==> src/urr_pkg.sv <==
// Shared types and constants of the ultrasonic round-robin ranger.
`timescale 1ns / 1ps

package urr_pkg;

  localparam int NUM_SENSORS_DEF = 3;

  localparam logic [19:0] RESET_TIMEOUT = 20'd30000;
  localparam logic [9:0]  RESET_DIST    = 10'd400;
  localparam logic [9:0]  DIST_MAX      = 10'd1023;

  // pulse / 58 by reciprocal multiply, exact below the saturation limit
  localparam int          CM_DIVISOR  = 58;
  localparam int          DIST_MAX_I  = 1023;
  localparam int          RECIP_SHIFT = 21;
  localparam logic [15:0] RECIP_MULT  = 16'((2**RECIP_SHIFT + CM_DIVISOR - 1) / CM_DIVISOR);
  localparam logic [31:0] SAT_LIMIT   = 32'((DIST_MAX_I + 1) * CM_DIVISOR);

  localparam int ADDR_W = 3;

  typedef enum logic [0:0] {
    OP_POLL = 1'b0,
    OP_ECHO = 1'b1
  } opcode_t;

  typedef enum logic [0:0] {
    REG_TIMEOUT = 1'b0,
    REG_NO_ECHO = 1'b1
  } reg_idx_t;

  typedef struct packed {
    logic [19:0] timeout_us;
    logic [9:0]  no_echo_cm;
  } cfg_t;

  typedef struct packed {
    opcode_t     opcode;
    logic [1:0]  sensor_index;
    logic        echo_level;
    logic [31:0] time_us;
  } item_t;

  typedef struct packed {
    logic        fire_trigger;
    logic [1:0]  fired_sensor;
    logic [9:0]  dist_left_cm;
    logic [9:0]  dist_center_cm;
    logic [9:0]  dist_right_cm;
  } result_t;

endpackage

==> src/ultrasonic_round_robin_ranger_unit.sv <==
// Top level of the ultrasonic round-robin ranger: handshake stages, core, registers.
`timescale 1ns / 1ps
// Path: an accepted word is held in the input register, then its result is loaded into the result register.
// Throughput: one word per cycle while out_ready is high; the input register feeds the core, whose
//   single-pass update lands in the result register as the state is written.
// Reset: synchronous, active low on rst_n; all sensors idle, distances 400 cm,
//   pointer at the left sensor, timeout 30000 us, no-echo distance 400 cm.

module ultrasonic_round_robin_ranger_unit #(
  parameter int NUM_SENSORS = urr_pkg::NUM_SENSORS_DEF
) (
  input  logic                       clk,
  input  logic                       rst_n,
  // input channel
  input  logic                       in_valid,
  output logic                       in_ready,
  input  logic                       in_opcode,
  input  logic [1:0]                 in_sensor_index,
  input  logic                       in_echo_level,
  input  logic [31:0]                in_time_us,
  // result channel
  output logic                       out_valid,
  input  logic                       out_ready,
  output logic                       out_fire_trigger,
  output logic [1:0]                 out_fired_sensor,
  output logic [9:0]                 out_dist_left_cm,
  output logic [9:0]                 out_dist_center_cm,
  output logic [9:0]                 out_dist_right_cm,
  // configuration port
  input  logic                       psel,
  input  logic                       penable,
  input  logic                       pwrite,
  input  logic [urr_pkg::ADDR_W-1:0] paddr,
  input  logic [31:0]                pwdata,
  output logic [31:0]                prdata,
  output logic                       pready
);
  import urr_pkg::*;

  cfg_t    cfg;
  item_t   s1_item_r;
  logic    s1_valid_r;
  result_t core_res;
  result_t out_res_r;
  logic    out_valid_r;
  logic    adv;
  logic    in_fire;

  // the input word moves on whenever the result register is free or draining
  assign adv      = s1_valid_r && (!out_valid_r || out_ready);
  assign in_ready = !s1_valid_r || adv;
  assign in_fire  = in_valid && in_ready;

  always_ff @(posedge clk) begin
    if (!rst_n) begin
      s1_valid_r <= 1'b0;
    end else if (in_fire) begin
      s1_valid_r <= 1'b1;
    end else if (adv) begin
      s1_valid_r <= 1'b0;
    end
  end

  // payload register, no reset
  always_ff @(posedge clk) begin
    if (in_fire) begin
      s1_item_r.opcode       <= opcode_t'(in_opcode);
      s1_item_r.sensor_index <= in_sensor_index;
      s1_item_r.echo_level   <= in_echo_level;
      s1_item_r.time_us      <= in_time_us;
    end
  end

  urr_cfg_regs u_cfg (
    .clk     (clk),
    .rst_n   (rst_n),
    .psel    (psel),
    .penable (penable),
    .pwrite  (pwrite),
    .paddr   (paddr),
    .pwdata  (pwdata),
    .prdata  (prdata),
    .pready  (pready),
    .cfg     (cfg)
  );

  // state is committed in the same edge that loads the result register
  urr_core #(
    .NUM_SENSORS (NUM_SENSORS)
  ) u_core (
    .clk   (clk),
    .rst_n (rst_n),
    .en    (adv),
    .item  (s1_item_r),
    .cfg   (cfg),
    .res   (core_res)
  );

  always_ff @(posedge clk) begin
    if (!rst_n) begin
      out_valid_r <= 1'b0;
    end else if (adv) begin
      out_valid_r <= 1'b1;
    end else if (out_ready) begin
      out_valid_r <= 1'b0;
    end
  end

  always_ff @(posedge clk) begin
    if (adv) out_res_r <= core_res;
  end

  assign out_valid          = out_valid_r;
  assign out_fire_trigger   = out_res_r.fire_trigger;
  assign out_fired_sensor   = out_res_r.fired_sensor;
  assign out_dist_left_cm   = out_res_r.dist_left_cm;
  assign out_dist_center_cm = out_res_r.dist_center_cm;
  assign out_dist_right_cm  = out_res_r.dist_right_cm;

endmodule

==> src/urr_cfg_regs.sv <==
// APB-style configuration registers of the ranger.
`timescale 1ns / 1ps

module urr_cfg_regs (
  input  logic                      clk,
  input  logic                      rst_n,
  input  logic                      psel,
  input  logic                      penable,
  input  logic                      pwrite,
  input  logic [urr_pkg::ADDR_W-1:0] paddr,
  input  logic [31:0]               pwdata,
  output logic [31:0]               prdata,
  output logic                      pready,
  output urr_pkg::cfg_t             cfg
);
  import urr_pkg::*;

  logic [19:0] timeout_r;
  logic [9:0]  no_echo_r;
  reg_idx_t    reg_idx;
  logic        wr_en;

  assign pready  = 1'b1;
  assign reg_idx = reg_idx_t'(paddr[2]);
  assign wr_en   = psel & penable & pwrite & pready;

  always_ff @(posedge clk) begin
    if (!rst_n) begin
      timeout_r <= RESET_TIMEOUT;
      no_echo_r <= RESET_DIST;
    end else if (wr_en) begin
      unique case (reg_idx)
        REG_TIMEOUT: timeout_r <= pwdata[19:0];
        REG_NO_ECHO: no_echo_r <= pwdata[9:0];
        default: ;
      endcase
    end
  end

  always_comb begin
    unique case (reg_idx)
      REG_TIMEOUT: prdata = {12'd0, timeout_r};
      REG_NO_ECHO: prdata = {22'd0, no_echo_r};
      default:     prdata = 32'd0;
    endcase
  end

  assign cfg.timeout_us = timeout_r;
  assign cfg.no_echo_cm = no_echo_r;

endmodule

==> src/urr_core.sv <==
// Sensor state and the single-pass update for one poll or echo word.
`timescale 1ns / 1ps

module urr_core #(
  parameter int NUM_SENSORS = urr_pkg::NUM_SENSORS_DEF
) (
  input  logic             clk,
  input  logic             rst_n,
  input  logic             en,
  input  urr_pkg::item_t   item,
  input  urr_pkg::cfg_t    cfg,
  output urr_pkg::result_t res
);
  import urr_pkg::*;

  localparam int NS_W   = (NUM_SENSORS > 1) ? $clog2(NUM_SENSORS) : 1;
  localparam int VIEW_N = (NUM_SENSORS > 3) ? NUM_SENSORS : 3;

  logic [31:0] rise_r   [NUM_SENSORS];
  logic [31:0] rise_nxt [NUM_SENSORS];
  logic [31:0] trig_r   [NUM_SENSORS];
  logic [31:0] trig_nxt [NUM_SENSORS];
  logic [9:0]  dist_r   [NUM_SENSORS];
  logic [9:0]  dist_nxt [NUM_SENSORS];
  logic [NUM_SENSORS-1:0] busy_r, busy_nxt;
  logic [NS_W-1:0] next_r, next_nxt;

  logic [NS_W-1:0] ptr;
  logic            ptr_busy;
  logic [31:0]     sel_rise;
  logic            sel_busy;
  logic [9:0]      echo_cm;
  logic [9:0]      dist_view [VIEW_N];

  // reciprocal multiply; 16x16 product, quotient taken from bits RECIP_SHIFT+9 down to RECIP_SHIFT
  function automatic logic [9:0] pulse_to_cm(input logic [31:0] pulse);
    logic [31:0] prod;
    prod = {16'd0, pulse[15:0]} * {16'd0, RECIP_MULT};
    if (pulse >= SAT_LIMIT) return DIST_MAX;
    return prod[RECIP_SHIFT+9:RECIP_SHIFT];
  endfunction

  always_comb begin
    rise_nxt = rise_r;
    trig_nxt = trig_r;
    dist_nxt = dist_r;
    busy_nxt = busy_r;
    next_nxt = next_r;
    res.fire_trigger = 1'b0;
    res.fired_sensor = 2'd0;
    sel_rise = 32'd0;
    sel_busy = 1'b0;
    ptr_busy = 1'b0;
    ptr      = ({1'b0, next_r} >= (NS_W+1)'(NUM_SENSORS)) ? '0 : next_r;

    for (int k = 0; k < NUM_SENSORS; k++) begin
      if (int'(item.sensor_index) == k) begin
        sel_rise = sel_rise | rise_r[k];
        sel_busy = sel_busy | busy_r[k];
      end
    end
    echo_cm = pulse_to_cm(item.time_us - sel_rise);

    if (item.opcode == OP_POLL) begin
      // expire first, so a sensor timed out now can fire in the same poll
      for (int k = 0; k < NUM_SENSORS; k++) begin
        if (busy_r[k] && ((item.time_us - trig_r[k]) > {12'd0, cfg.timeout_us})) begin
          dist_nxt[k] = cfg.no_echo_cm;
          busy_nxt[k] = 1'b0;
        end
      end
      for (int k = 0; k < NUM_SENSORS; k++) begin
        if (int'(ptr) == k) ptr_busy = ptr_busy | busy_nxt[k];
      end
      if (!ptr_busy) begin
        for (int k = 0; k < NUM_SENSORS; k++) begin
          if (int'(ptr) == k) begin
            trig_nxt[k] = item.time_us;
            busy_nxt[k] = 1'b1;
          end
        end
        res.fire_trigger = 1'b1;
        res.fired_sensor = 2'(ptr);
        next_nxt = ({1'b0, ptr} == (NS_W+1)'(NUM_SENSORS - 1)) ? '0 : ptr + 1'b1;
      end
    end else begin
      // an index past the last sensor matches no lane and is dropped
      for (int k = 0; k < NUM_SENSORS; k++) begin
        if (int'(item.sensor_index) == k) begin
          if (item.echo_level) begin
            rise_nxt[k] = item.time_us;
          end else if (sel_busy) begin
            dist_nxt[k] = echo_cm;
            busy_nxt[k] = 1'b0;
          end
        end
      end
    end

    for (int k = 0; k < VIEW_N; k++) dist_view[k] = 10'd0;
    for (int k = 0; k < NUM_SENSORS; k++) dist_view[k] = dist_nxt[k];
    res.dist_left_cm   = dist_view[0];
    res.dist_center_cm = dist_view[1];
    res.dist_right_cm  = dist_view[2];
  end

  always_ff @(posedge clk) begin
    if (!rst_n) begin
      for (int k = 0; k < NUM_SENSORS; k++) begin
        rise_r[k] <= 32'd0;
        trig_r[k] <= 32'd0;
        dist_r[k] <= RESET_DIST;
      end
      busy_r <= '0;
      next_r <= '0;
    end else if (en) begin
      rise_r <= rise_nxt;
      trig_r <= trig_nxt;
      dist_r <= dist_nxt;
      busy_r <= busy_nxt;
      next_r <= next_nxt;
    end
  end

endmodule

==> config.mk <==
export PLATFORM = sky130hd
export DESIGN_NAME = ultrasonic_round_robin_ranger_unit
export DESIGN_NICKNAME = d
export VERILOG_FILES = /design/src/urr_pkg.sv /design/src/ultrasonic_round_robin_ranger_unit.sv /design/src/urr_cfg_regs.sv /design/src/urr_core.sv
export SDC_FILE = /design/constraint.sdc
export NUM_CORES = 1
export LEC_CHECK = 0
export BUFFER_PORTS_ARGS = -buffer_cell sky130_fd_sc_hd__buf_2
export CORE_MARGIN = 2
export CORE_UTILIZATION = 40
export DETAILED_ROUTE_END_ITERATION = 16
export SYNTH_ARGS = -nofsm -noshare
export SYNTH_HDL_FRONTEND = slang
export SYNTH_HIERARCHICAL = 1
export SYNTH_SLANG_ARGS = --single-unit
==> constraint.sdc <==
create_clock -name clk -period 24.1 [get_ports clk]
set_input_delay 1.205 -clock clk [delete_from_list [all_inputs] [get_ports clk]]
set_output_delay 1.205 -clock clk [all_outputs]
set_load 0.02 [all_outputs]
# Yosys cells after proc, flatten, opt, wreduce, memory -nomap -nowiden
# Index checks and enable logic that the tools add are counted.
[op_classes]
n_mux = 51
n_bitwise = 11
n_div = 0
n_mul = 1
n_eq_ne = 10
n_addsub = 5
shift = 0
reduce_logical = 26
n_lt_le_gt_ge = 5
[ops]
columns = ["operator", "n"]
rows = [
  ["$mux 10", 14],
  ["$sub 32x32->32", 4],
  ["$gt 32x20->1", 3],
  ["$mux 32", 3],
  ["$or 32x32->32", 2],
  ["$pmux 32 s2", 1],
  ["$reduce_and 4->1", 9],
  ["$ge 32x16->1 const B", 1],
  ["$mul 16x15->30 const B", 1],
  ["$mux 30", 1],
  ["$mux 1", 27],
  ["$eq 2x2->1 const B", 5],
  ["$mux 3", 3],
  ["$ne 2x1->1 const B", 4],
  ["$logic_and 1x1->1", 5],
  ["$logic_not 2->1", 2],
  ["$mux 2", 2],
  ["$or 1x1->1", 4],
  ["$reduce_and 2->1", 2],
  ["$reduce_bool 2->1", 2],
  ["$not 1->1", 3],
  ["$reduce_and 3->1", 1],
  ["$add 2x1->2 const B", 1],
  ["$and 1x1->1", 2],
  ["other kinds (5)", 7],
]
[totals]
out_inout_bits = 68
mem_bits_rw = 0
regBits = 328
latchBits = 0
rom_bits = 0
memories = 0
in_bits = 78

# Logic depth before layout (Yosys ltp)
[depth]
depth_word = 14
depth_mapped = 39
mapped_depth_nobuf = 36

# Modules after synthesis
# Netlist, hierarchy kept.
[modules_own_cells]
columns = ["mod", "cells_each", "area_each_um2", "instances", "seq_area_each_um2"]
rows = [
  ["urr_core", 3029, 23441.2, 1, 4544.4],
  ["ultrasonic_round_robin_ranger_unit", 78, 2175.8, 1, 2112.0],
  ["urr_cfg_regs", 161, 1512.7, 1, 600.6],
]

# Worst setup path before layout
# Ideal clock, no wire load.
[synth_timing]
path_kind = "register to register"
from = "register s1_item_r[33] in the netlist's numbering"
to = "register out_res_r (netlist bit out_dist_center_cm[8]), data pin"
stages_incl_launch_ff = 36
slack_ns = 14.944
synth_period_minus_slack_ns = 9.156
path_buffers = 2
required_time_ns = 23.842
t_arrival_ns = 8.898
cell_sequence = "edfxtp_1 -> clkbuf_1 -> clkbuf_1 -> mux2i_1 -> o21ai_0 -> ha_1 -> fa_1 -> nand2b_1 -> a21o_1 -> a211o_1 -> a311oi_1 -> xnor2_1 -> inv_1 -> fa_1 -> inv_1 -> fa_1 -> inv_1 -> fa_1 -> fa_1 -> fa_1 -> inv_1 -> fa_1 -> inv_1 -> ha_1 -> a21oi_1 -> nor2_1 -> a211oi_1 -> a21boi_0 -> a41o_1 -> a21oi_1 -> o21a_1 -> o21bai_1 -> xor2_1 -> or3_1 -> a22oi_1 -> nand2_1"
[synth_lines]
columns = ["item", "line", "source"]
rows = [
  ["from (decl)", "ultrasonic_round_robin_ranger_unit.sv:41", "item_t s1_item_r;"],
  ["to (signal assigned)", "ultrasonic_round_robin_ranger_unit.sv:110", "if (adv) out_res_r <= core_res;"],
  ["to (decl)", "ultrasonic_round_robin_ranger_unit.sv:44", "result_t out_res_r;"],
]

==> impl_metrics.env <==
export IMPL_status="finished, final reports clean"
export IMPL_slew_headroom_pct=25.4
export IMPL_p_total_mw=2.76
export IMPL_hold_path_class="reg -> reg"
export IMPL_postCtsSetupRepairBufs=0
export IMPL_nFillCells=6701
export IMPL_grt_usage_pct=21.3
export IMPL_crit_fanout=39
export IMPL_row_count=95
export IMPL_htree_levels=2
export IMPL_synth_area_mm2=0.0271
export IMPL_core_area_mm2=0.0672
export IMPL_finalNonFillerCells=4231
export IMPL_crit_path_frequent_cell="fa_1"
export IMPL_critPathCaptureType="flip-flop"
export IMPL_max_freq_ghz=0.0954
export IMPL_multi_input_area_mm2=0.0181
export IMPL_io_pins=146
export IMPL_p_leak_nw=12.5
export IMPL_holdBufCountCts=0
export IMPL_finalSetupViolCount=0
export IMPL_synthFlopType="dfxtp_1"
export IMPL_cts_made_buffers=39
export IMPL_synth_common_cells="nand2_1 (496), a21oi_1 (320), inv_1 (309)"
export IMPL_async_flop_share_pct=0
export IMPL_port_buffers=118
export IMPL_seqCellArea_mm2=0.00726
export IMPL_drive_gt1_share_pct=8.43
export IMPL_clkSinkCount=328
export IMPL_yosysMostFrequentCell="nand2_1"
export IMPL_post_place_ws_ns=13.60
export IMPL_critPathMaxStageDelay_ns=0.59
export IMPL_avgSynthCellArea_um2=8.30
export IMPL_synth_seq_cells=328
export IMPL_cts_clk_slew_worst_paths_ns=0.06
export IMPL_grt_pass1_wl_um=120000
export IMPL_avgViaCountPerCell=5.48
export IMPL_die_w_um=264
export IMPL_ir_worst_vdd_v=0.000172
export IMPL_ant_nets=0
export IMPL_clock_latency_ns=0.57
export IMPL_post_route_period_util_pct=43.5
export IMPL_yosysTopAreaCell="dfxtp_1"
export IMPL_via_count=23168
export IMPL_ys_types=96
export IMPL_syn_inst=3268
export IMPL_clock_path_buffers=3
export IMPL_syn_to_final_growth_pct=9.73
export IMPL_die_area_mm2=0.0699
export IMPL_drv_slew=0
export IMPL_holdWs_ns=0.453
export IMPL_path_class="reg -> reg"
export IMPL_drv_cap=0
export IMPL_ys_seq_area_share_pct=26.7
export IMPL_finClkSkew_ns=0.0260
export IMPL_first_pass_iters=5
export IMPL_start_util_pct=40.4
export IMPL_crit_path_top_delay_cell="fa_1"
export IMPL_placedCellCount=4157
export IMPL_finalWorstSetupSlack_ns=13.62
export IMPL_nets=3791
export IMPL_synth_edf_count=69
export IMPL_die_h_um=264
export IMPL_wl_um=75700
export IMPL_dp_hpwl_um=58700
export IMPL_overflow=0
export IMPL_holdPathStages=2
export IMPL_tritoncts="yes"
export IMPL_start_kind="flip-flop"
export IMPL_ctsResizeCount=0
export IMPL_antenna_found_initial=1
export IMPL_gp_congestion=0.927
export IMPL_worst_slew_pin_slew_ns=1.12
export IMPL_min_period_ns=10.48
export IMPL_cts_root_buf="clkbuf_16"
export IMPL_synth_top_area_share_pct=19.1
export IMPL_cp_arrival_ns=10.79
export IMPL_wire_per_inst_um=17.9
export IMPL_p_per_area_mw_per_mm2=92.9
export IMPL_setup_tns_ns=0
export IMPL_grt_setup_unrepaired="no"
export IMPL_remaining_drc_errors=0
export IMPL_required_ns=24.41
export IMPL_ff2ff_path_depth=36
export IMPL_synth_area_leaders="dfxtp_1 (19%), ha_1 (14%), edfxtp_1 (7.6%)"
export IMPL_drt_iter0_drc=1610
export IMPL_hold_violations=0
export IMPL_grt_max_degree=93
export IMPL_first_global_vias=22181
export IMPL_ys_warn_count=6
==> state kept, by name, indices dropped and copies added (netlist names) <==
name and cells:
u_core/rise_r 96, out_fired_sensor 2, out_fire_trigger 1, u_core/dist_r 30, out_dist_center_cm 10, u_core/next_r 2, u_core/busy_r 3, s1_item_r 36
out_dist_right_cm 10, out_dist_left_cm 10, u_cfg/timeout_r 20, s1_valid_r 1, u_cfg/no_echo_r 10, u_core/trig_r 96, out_valid 1
==> power breakdown <==
group	leakage [nW]	internal [mW]	switching, mW	total [mW]
Combinational	9.09	0.636	0.947	1.58
Clock	0.624	0.346	0.249	0.595
Sequential	2.74	0.573	0.0134	0.586
Total	12.5	1.55	1.21	2.76
==> layout make-up <==
cell class	count	share of cell area (%)
Tap cell	873	3.67
Sequential cell	328	24.4
Clock inverter	16	0.357
Multi-Input combinational cell	2491	60.8
Inverter	312	3.94
Clock buffer	56	3.98
Timing Repair Buffer	153	2.89
Antenna cell	2	0.0168
==> cells by family after synthesis <==
family / Yosys count / synth area share, %
simple gates: 1016 / 17.4
compound gates: 781 / 18.3
buf+inv: 460 / 6.88
fa+ha+maj: 388 / 20.2
flops: 328 / 26.7
mux: 189 / 7.04
xor+xnor: 104 / 3.36
other cells: 2 / 0.0277
==> final timing paths <==
| path | start | endpoint | slack, ns |
|---|---|---|---|
| hold reg to reg | u_core/rise_r[91] | u_core/rise_r[91] | 0.45 |
| hold / removal | u_core/rise_r[91] | u_core/rise_r[91] | 0.45 |
| setup / recovery | s1_item_r[33] | out_dist_center_cm[8] | 13.62 |
| setup reg to reg | s1_item_r[33] | out_dist_center_cm[8] | 13.62 |
==> routing by layer <==
metal | up-vias | routed length, um | global-route usage, %
met5 | - | 0 | 0
met4 | 0 | 2290 | 6.83
met3 | 109 | 3460 | 2.42
met2 | 519 | 34900 | 34.7
met1 | 11027 | 35100 | 29.5
li1 | 11513 | - | -
==> critical path: cells and delay by family (launching register included) <==
family	cells	cell delay, ns
AOI/OAI and AO/OA	12	3.01
xor gates and xnor gates	2	0.56
adders and majority gates	9	3.98
buffers and inverters	7	1.32
DFF	1	0.32
and+or+nand+nor	6	0.97
==> placed cells by master, fill, tap and decap left out, types with 37 or more instances in the layout <==
cell,Yosys,routed
ha_1,303,303
clkbuf_16,0,44
nand2b_1,44,44
nor2_1,164,162
a21oi_1,320,319
a21o_1,56,56
dfxtp_1,259,259
nand2_1,496,496
inv_1,309,309
nand3_1,62,62
fa_1,85,85
buf_2,16,117
edfxtp_1,69,69
xnor2_1,67,67
o21ai_0,127,127
xor2_1,37,37
nor2b_1,53,51
mux2i_1,174,174
nor3_1,39,39
==> metrics by stage <==
step                      util, %  cell area [um2]
after floorplan                 -            27200
after global placement       42.4            28500
after detailed placement     42.4            28500
after CTS                    44.3            29800
after global routing         44.3            29800
final                        44.3            29800
Power figures use the tool's default switching activity.
